[src/rtl/assert_macros.svh]
// Assertion macros shared by the RTL. Each one samples on clk and is
// disabled while rst_n is low.
`ifndef ASSERT_MACROS_SVH
`define ASSERT_MACROS_SVH
`ifndef SYNTHESIS
// The property must hold at every clock edge.
`define ASSERT_ALWAYS(label, prop) \
    label: assert property (@(posedge clk) disable iff (!rst_n) (prop)) \
        else $error("assertion failed");
// When ante holds, cons must hold in the same cycle.
`define ASSERT_IMPLIES(label, ante, cons) \
    label: assert property (@(posedge clk) disable iff (!rst_n) (ante) |-> (cons)) \
        else $error("assertion failed");
// When ante holds, cons must hold in the next cycle.
`define ASSERT_NEXT(label, ante, cons) \
    label: assert property (@(posedge clk) disable iff (!rst_n) (ante) |=> (cons)) \
        else $error("assertion failed");
`else
`define ASSERT_ALWAYS(label, prop)
`define ASSERT_IMPLIES(label, ante, cons)
`define ASSERT_NEXT(label, ante, cons)
`endif
`endif

[src/rtl/atin_divider.sv]
// Restoring divider: one quotient bit per cycle. The numerator never
// exceeds the denominator, so the quotient has FRAC+1 bits.
module atin_divider #(
    parameter int FRAC = 16
) (
    input  logic            clk,
    input  logic            rst_n,
    input  logic            start,
    input  logic [31:0]     num,
    input  logic [31:0]     den,
    output logic            done,
    output logic [FRAC:0]   quotient
);
    localparam int CW = $clog2(FRAC + 2);

    logic            busy_reg, busy_next;
    logic            done_reg, done_next;
    logic [CW-1:0]   cnt_reg, cnt_next;
    logic [32:0]     rem_reg, rem_next;
    logic [31:0]     den_reg, den_next;
    logic [FRAC:0]   q_reg, q_next;
    logic            ge;
    logic [32:0]     rem_sub;

    // One compare and subtract per cycle.
    always_comb
    begin
        ge        = rem_reg >= {1'b0, den_reg};
        rem_sub   = ge ? rem_reg - {1'b0, den_reg} : rem_reg;
        busy_next = busy_reg;
        done_next = 1'b0;
        cnt_next  = cnt_reg;
        rem_next  = rem_reg;
        den_next  = den_reg;
        q_next    = q_reg;
        if (start)
        begin
            busy_next = 1'b1;
            cnt_next  = CW'(FRAC);
            rem_next  = {1'b0, num};
            den_next  = den;
        end
        else if (busy_reg)
        begin
            rem_next = {rem_sub[31:0], 1'b0};
            q_next   = {q_reg[FRAC-1:0], ge};
            cnt_next = cnt_reg - CW'(1);
            if (cnt_reg == '0)
            begin
                busy_next = 1'b0;
                done_next = 1'b1;
            end
        end
    end

    always_ff @(posedge clk or negedge rst_n)
    begin
        if (!rst_n)
        begin
            busy_reg <= 1'b0;
            done_reg <= 1'b0;
            cnt_reg  <= '0;
        end
        else
        begin
            busy_reg <= busy_next;
            done_reg <= done_next;
            cnt_reg  <= cnt_next;
        end
    end

    always_ff @(posedge clk)
    begin
        rem_reg <= rem_next;
        den_reg <= den_next;
        q_reg   <= q_next;
    end

    assign done     = done_reg;
    assign quotient = q_reg;

endmodule

[config.mk]
export PLATFORM = sky130hd
export DESIGN_NAME = atin_divider
export DESIGN_NICKNAME = d
export VERILOG_FILES = /design/src/rtl/assert_macros.svh /design/src/rtl/atin_divider.sv
export SDC_FILE = /design/constraint.sdc
export NUM_CORES = 1
export LEC_CHECK = 0
export BUFFER_PORTS_ARGS = -buffer_cell sky130_fd_sc_hd__buf_4
export CAP_MARGIN = 40
export CORE_MARGIN = 4
export CORE_UTILIZATION = 55
export DETAILED_ROUTE_END_ITERATION = 10
export PLACE_DENSITY = 0.78
export RECOVER_POWER = 25
export SYNTH_ARGS = -nofsm -noshare
export SYNTH_HDL_FRONTEND = slang
export SYNTH_SLANG_ARGS = --single-unit
[constraint.sdc]
create_clock -name clk -period 5.4 [get_ports clk]
set_input_delay 0.54 -clock clk [delete_from_list [all_inputs] [get_ports clk]]
set_output_delay 0.54 -clock clk [all_outputs]
set_load 0.01 [all_outputs]
==> results of run 1 <==
==> stage by stage <==
stage / setup slack [ps] / std cells
6_report: 1975 / 745
4_1_cts: 1981 / 745
3_3_place_gp: 2099 / 728
3_5_place_dp: 1994 / 728
5_1_grt: 1686 / 745
2_1_floorplan: 2550 / 530
==> final cells by class <==
class / count / area share, %
Clock buffer: 9 / 1.929
Inverter: 44 / 2.612
Clock inverter: 7 / 0.9550
Sequential cell: 89 / 40.93
Multi-Input combinational cell: 376 / 40.83
Timing Repair Buffer: 87 / 10.15
Tap cell: 133 / 2.592
==> worst min path at each step <==
stage	to	slack, ps
2_1_floorplan	busy_reg$_DFF_PN0_	240
3_3_place_gp	cnt_reg[2]$_DFFE_PN0P_	350
6_report	den_reg[13]$_DFFE_PP_	360
5_1_grt	den_reg[17]$_DFFE_PP_	350
3_5_place_dp	cnt_reg[2]$_DFFE_PN0P_	360
4_1_cts	den_reg[19]$_DFFE_PP_	330
==> layer usage <==
layer,up-vias,track usage [%],share of wire (%)
li1,2102,-,-
met1,2038,27.14,44
met2,125,36.58,50
met3,15,3.701,4.5
met4,0,5.861,1.3
met5,-,0,0
==> worst register-to-register path, delay by kind of cell, from the launching register on <==
kind                     cells  cell delay (ps)
flip-flops                   1              450
AND/OR/NAND/NOR              4             1110
buffers and inverters        1              320
adder cells (fa/ha/maj)      1              330
AO/OA/AOI/OAI                4             1060
==> cells by family after synthesis <==
family	count (synthesis)	share of synthesized area, %
AO/OA/AOI/OAI	146	18.82
XOR/XNOR	21	3.309
adder cells (fa/ha/maj)	35	8.014
buffers and inverters	65	5.560
flip-flops	89	47.28
multiplexers	4	0.7429
AND/OR/NAND/NOR	170	16.28
==> synth_stat cells (all sizes together) (2+ instances only) <==
cell type  count
or3            5
nor4b          2
xor2           9
or2            6
o31a           2
o2bb2ai        2
inv           44
a2bb2oi        7
dfrtp          7
buf            9
nor4           2
clkbuf        12
a21o          15
and4           2
nor2b          5
nor2          38
a211oi         6
o21ai         23
a31oi         23
nand4          8
o211ai         7
and3           6
and2           5
o21a           3
mux2i          3
a21oi         44
edfxtp        81
xnor2         12
ha            34
nor3b          2
nand2         59
nor3          12
nand3         16
a211o          2
==> power by group <==
part	switching (mW)	total [mW]	internal, mW
combinational	1.15	1.93	0.779
clock	0.255	0.430	0.175
sequential	0.118	1.12	1.00
==> flow_summary_export.csv, run 1 <==
group,metric,value,unit
power_and_ir_drop,p_per_area,542.1,nW/µm²
critical_path,worstSetupStartpointType,"register",
layout,multi_input_area,2621,µm²
cts,post-cts-setup-buffers,0,
layout,final_common_cell,"edfxtp_1",
grt,grt.total_usage,21.09,%
synth,yosysSeqAreaShare,47.28,%
critical_path,crit_cells,10,
placement,gp_congestion,0.8996,
routing,postRouteAntennaNets,0,
layout,syn_to_final_growth,15.51,%
sta,fin_crit_sh,63.43,%
critical_path,cp_max_fo,35,
sta,hold_slack,362.9,ps
sta,clock_skew,10.72,ps
critical_path,ff2ff_path_depth,10,
layout,stdcell_area,6420,µm²
routing,drcViolationCount,0,
power_and_ir_drop,power,3.480,mW
critical_path,arrival,3620,ps
routing,drt-initial-drc-count,227,
sta,slew_violations,0,
synth,syn_nets,632,
grt,grt_pass1_wl,19760,µm
power_and_ir_drop,peakVddDrop,0.0002395,V
sta,setup_viol,0,
synth,syn_inst,530,
critical_path,critPathMaxStageDelay,450,ps
sta,worstMarginPinSlew,842.2,ps
synth,netlist_area,5558,µm²
run,max-cap-violations,0,
cts,cts_tree,"yes",
critical_path,worstSetupPathType,"register to register",
grt,grt_overflow,0,
min_path,min_path_type,"primary input to register",
cts,clkTransAtPathRegs,100,ps
placement,placed_cell_area,6228,µm²
synth,async_reset_ff_share,7.865,%
critical_path,reg2reg_slack,1970,ps
grt,grt_antenna_before_repair,0,
cts,htreeDepth,3,
cts,ctsResizeCount,0,
synth,yosysUniqueCellTypes,69,
layout,layout_common_cells,"edfxtp_1 (81), buf_4 (53), a21oi_1 (44), nand2_1 (44), inv_1 (43)",
run_status,status,"finished clean",
cts,clock_sinks,89,
die,ios,85,
grt,grt_pass1_vias,4227,
die,die_h,108.5,µm
synth,synth.area.top_cells,"edfxtp_1 (44%), ha_1 (7.7%), a21oi_1 (4.0%), dfrtp_1 (3.2%), nand2_1 (3.0%)",
routing,finalWirelength,11990,µm
synth,synth-warning-count,0,
sta,setup_tns,0,ps
placement,numPortBuffers,84,
synth,syn_area_per_cell,10.49,µm²
critical_path,end_kind,"register",
critical_path,path_cells,"ha_1 -> nor2b_1 -> o31a_1 -> o31a_4 -> o2111ai_4 -> a211oi_4 -> nor2_8 -> inv_4 -> and4_1 -> nor4_1",
sta,final_hold_viol_count,0,
die,die-area,11780,µm²
cts,clk_latency,370,ps
sta,fmax,0.2919,GHz
layout,antennaDiodeCount,0,
layout,final_util,65.38,%
cts,postCtsHoldBufs,1,
layout,largest_reg_flops,33,
synth,synth_top_area_share,43.76,%
layout,drive_gt1_share,24.35,%
layout,seq_area,2628,µm²
routing,viasPerCell,5.745,
critical_path,crit_buf_inv,1,
power_and_ir_drop,p_leak,2.703,nW
critical_path,crit_required,5600,ps
synth,synthFlopType,"edfxtp_1",
grt,grt_max_degree,67,
sta,slew_headroom,43.85,%
cts,root_buffer,"clkbuf_8",
die,coreArea,9819,µm²
critical_path,cp_top_family,"simple AND/OR/NAND/NOR gates",
cts,cts_buffers,9,
die,die_w,108.5,µm
critical_path,cp-startpoint,"rem_reg[1]$_DFFE_PP_",
sta,rsz0062_at_grt,"no",
min_path,min-delay-start,"den[13]",
routing,vias,4280,
synth,synth_edf_count,81,
layout,fillers,816,
routing,wire_per_inst,16.09,µm
die,start_util,56.60,%
critical_path,endpoint,"rem_reg[28]$_DFFE_PP_",
routing,first_pass_iters,5,
critical_path,r2r_start,"rem_reg[1]$_DFFE_PP_",
placement,place_hpwl,8714,µm
sta,min_period,3425,ps
critical_path,r2r-end,"rem_reg[28]$_DFFE_PP_",
critical_path,cp_slowest_cell,"edfxtp_1",
layout,final_net_count,709,
synth,ys_seq_elements,89,
die,num_rows,36,
min_path,min_path_cells,1,
synth,yosys.area.top_type,"edfxtp_1",
cts,clk_path_buf_depth,2,
(Power assumes the default switching activity.)
==> run 2: changes to the inputs <==
CORE_UTILIZATION = 52   (was 55)
PLACE_DENSITY = 0.77   (was 0.78)
clock period = 2.9 ns   (was 5.4 ns; I/O delays follow)
==> flow_summary_export.csv, run 2 (synthesized netlist as in run 1, its figures left out) <==
group,metric,value,unit
die,num_rows,37,
min_path,holdPathEnd,"den_reg[28]$_DFFE_PP_",
critical_path,r2r-end,"rem_reg[28]$_DFFE_PP_",
grt,grt_pass1_wl,22000,µm
layout,stdcell_area,6893,µm²
routing,postRouteAntennaNets,0,
routing,drt-initial-drc-count,190,
critical_path,end_kind,"register",
sta,clock_skew,8.735,ps
power_and_ir_drop,p_leak,2.914,nW
sta,final_hold_viol_count,0,
routing,first_pass_iters,5,
die,die_h,111.4,µm
sta,fin_crit_sh,96.91,%
sta,rsz0062_at_grt,"yes",
min_path,min_path_cells,1,
cts,clk_path_buf_depth,2,
min_path,min_path_type,"primary input to register",
layout,antennaDiodeCount,0,
die,coreArea,10370,µm²
placement,place_hpwl,9878,µm
layout,layout_common_cells,"buf_4 (86), edfxtp_1 (81), nand2_1 (44)",
power_and_ir_drop,peakVddDrop,0.0004597,V
layout,stdcell_count,787,
sta,fmax,0.3558,GHz
grt,grt_pass1_vias,4514,
routing,drcViolationCount,0,
power_and_ir_drop,power,7.291,mW
run,max-cap-violations,0,
critical_path,arrival,2940,ps
placement,place_inst,766,
power_and_ir_drop,p_per_area,1058,nW/µm²
cts,clk_latency,380,ps
layout,largest_reg_flops,33,
placement,gp_congestion,0.9274,
grt,grt.total_usage,21.96,%
layout,syn_to_final_growth,24.02,%
routing,viasPerCell,5.696,
run_status,status,"finished clean",
critical_path,ff2ff_path_depth,10,
die,start_util,53.60,%
layout,final_net_count,748,
placement,placed_cell_area,6545,µm²
cts,clkTransAtPathRegs,90,ps
cts,htreeDepth,3,
sta,slew_headroom,62.09,%
die,die-area,12410,µm²
critical_path,worstSetupStartpointType,"register",
sta,min_period,2810,ps
cts,cts_buffers,9,
routing,finalWirelength,13410,µm
critical_path,worstSetupPathType,"register to register",
critical_path,crit_required,3030,ps
critical_path,r2r_start,"rem_reg[7]$_DFFE_PP_",
routing,wire_per_inst,17.03,µm
sta,setup_tns,0,ps
cts,clock_sinks,89,
critical_path,reg2reg_slack,90,ps
die,die_w,111.4,µm
routing,vias,4483,
min_path,min-delay-start,"den[28]",
layout,final_common_cell,"buf_4",
sta,slew_violations,0,
die,ios,85,
grt,grt_max_degree,45,
layout,drive_gt1_share,31.49,%
placement,numPortBuffers,84,
grt,grt_overflow,0,
cts,cts_tree,"yes",
sta,setup_viol,0,
grt,grt_antenna_before_repair,0,
cts,root_buffer,"clkbuf_8",
critical_path,cp_max_fo,5,
sta,worstMarginPinSlew,568.7,ps
[run 2: cell types whose count changed in the layout (fill, tap and decap cells not counted), moves of 4 or more]
cell / change
buf_12: +4
buf_4: +33
a21oi_2: +4
ha_2: +4
ha_1: -7
a21oi_1: -4
[run 2: layer usage]
layer  routed length [µm]  global-route usage, %  vias up
met5                    0                      0        -
met4                  333                  9.165        0
met3                  826                  4.511       28
met2                 6384                  35.30      166
met1                 5860                  29.09     2111
li1                     -                      -     2178
[run 2: power by group]
| group | total [mW] | leakage (nW) | switching [mW] | internal (mW) |
|---|---|---|---|---|
| Sequential | 2.09 | 0.905 | 0.233 | 1.86 |
| Combinational | 4.35 | 1.92 | 2.39 | 1.96 |
| Clock | 0.843 | 0.0913 | 0.451 | 0.393 |
[run 2: metrics by stage]
stage	hold WS, ps	setup WS [ps]	utilization [%]
6_report	103.7	89.59	66.47
4_1_cts	61.72	6.596	65.23
5_1_grt	81.40	-70.86	66.47
3_3_place_gp	104.5	45.41	63.12
3_5_place_dp	106.1	-53.22	63.12
2_1_floorplan	-5.591	49.68	-
[run 2: worst max-delay path by stage]
stage | start | end | slack (ps) | cells after the start
floorplan | rem_reg[0]$_SDFFCE_PN0P_ | rem_reg[29]$_DFFE_PP_ | 50 | 12
global route | rem_reg[9]$_DFFE_PP_ | rem_reg[28]$_DFFE_PP_ | -70 | 10
detailed placement | rem_reg[9]$_DFFE_PP_ | rem_reg[28]$_DFFE_PP_ | -50 | 9
global placement | rem_reg[9]$_DFFE_PP_ | rem_reg[28]$_DFFE_PP_ | 50 | 9
finish | rem_reg[7]$_DFFE_PP_ | rem_reg[28]$_DFFE_PP_ | 90 | 10
CTS | rem_reg[1]$_DFFE_PP_ | rem_reg[28]$_DFFE_PP_ | 7 | 10
[run 2: repair_timing]
item                                    4_1_cts  5_1_grt
endpoints found under the hold margin         7        0
hold buffers                                  1        0
gates resized for setup                       4       23
endpoints found under the setup margin        1       32
buffers inserted                              0        4
pin swaps                                     1       12
[run 2: area by class of cell]
type / instances / area, µm²
well taps: 136 / 170.2
fillers: 826 / 3477
clock buffers: 10 / 127.6
flip-flops and latches: 89 / 2628
repair buffers: 126 / 998.5
inverters: 44 / 167.7
multi-input cells: 376 / 2743
clock inverters: 6 / 58.81
[run 2: worst max-delay path: stages (launching register included)]
cell	delay (ps)
edfxtp_1	420
ha_1	330
nand2_2	80
or2_4	260
a31oi_4	200
o2111ai_4	200
a21oi_2	320
o211ai_1	140
buf_4	160
a2111oi_4	360
nor4_2	90
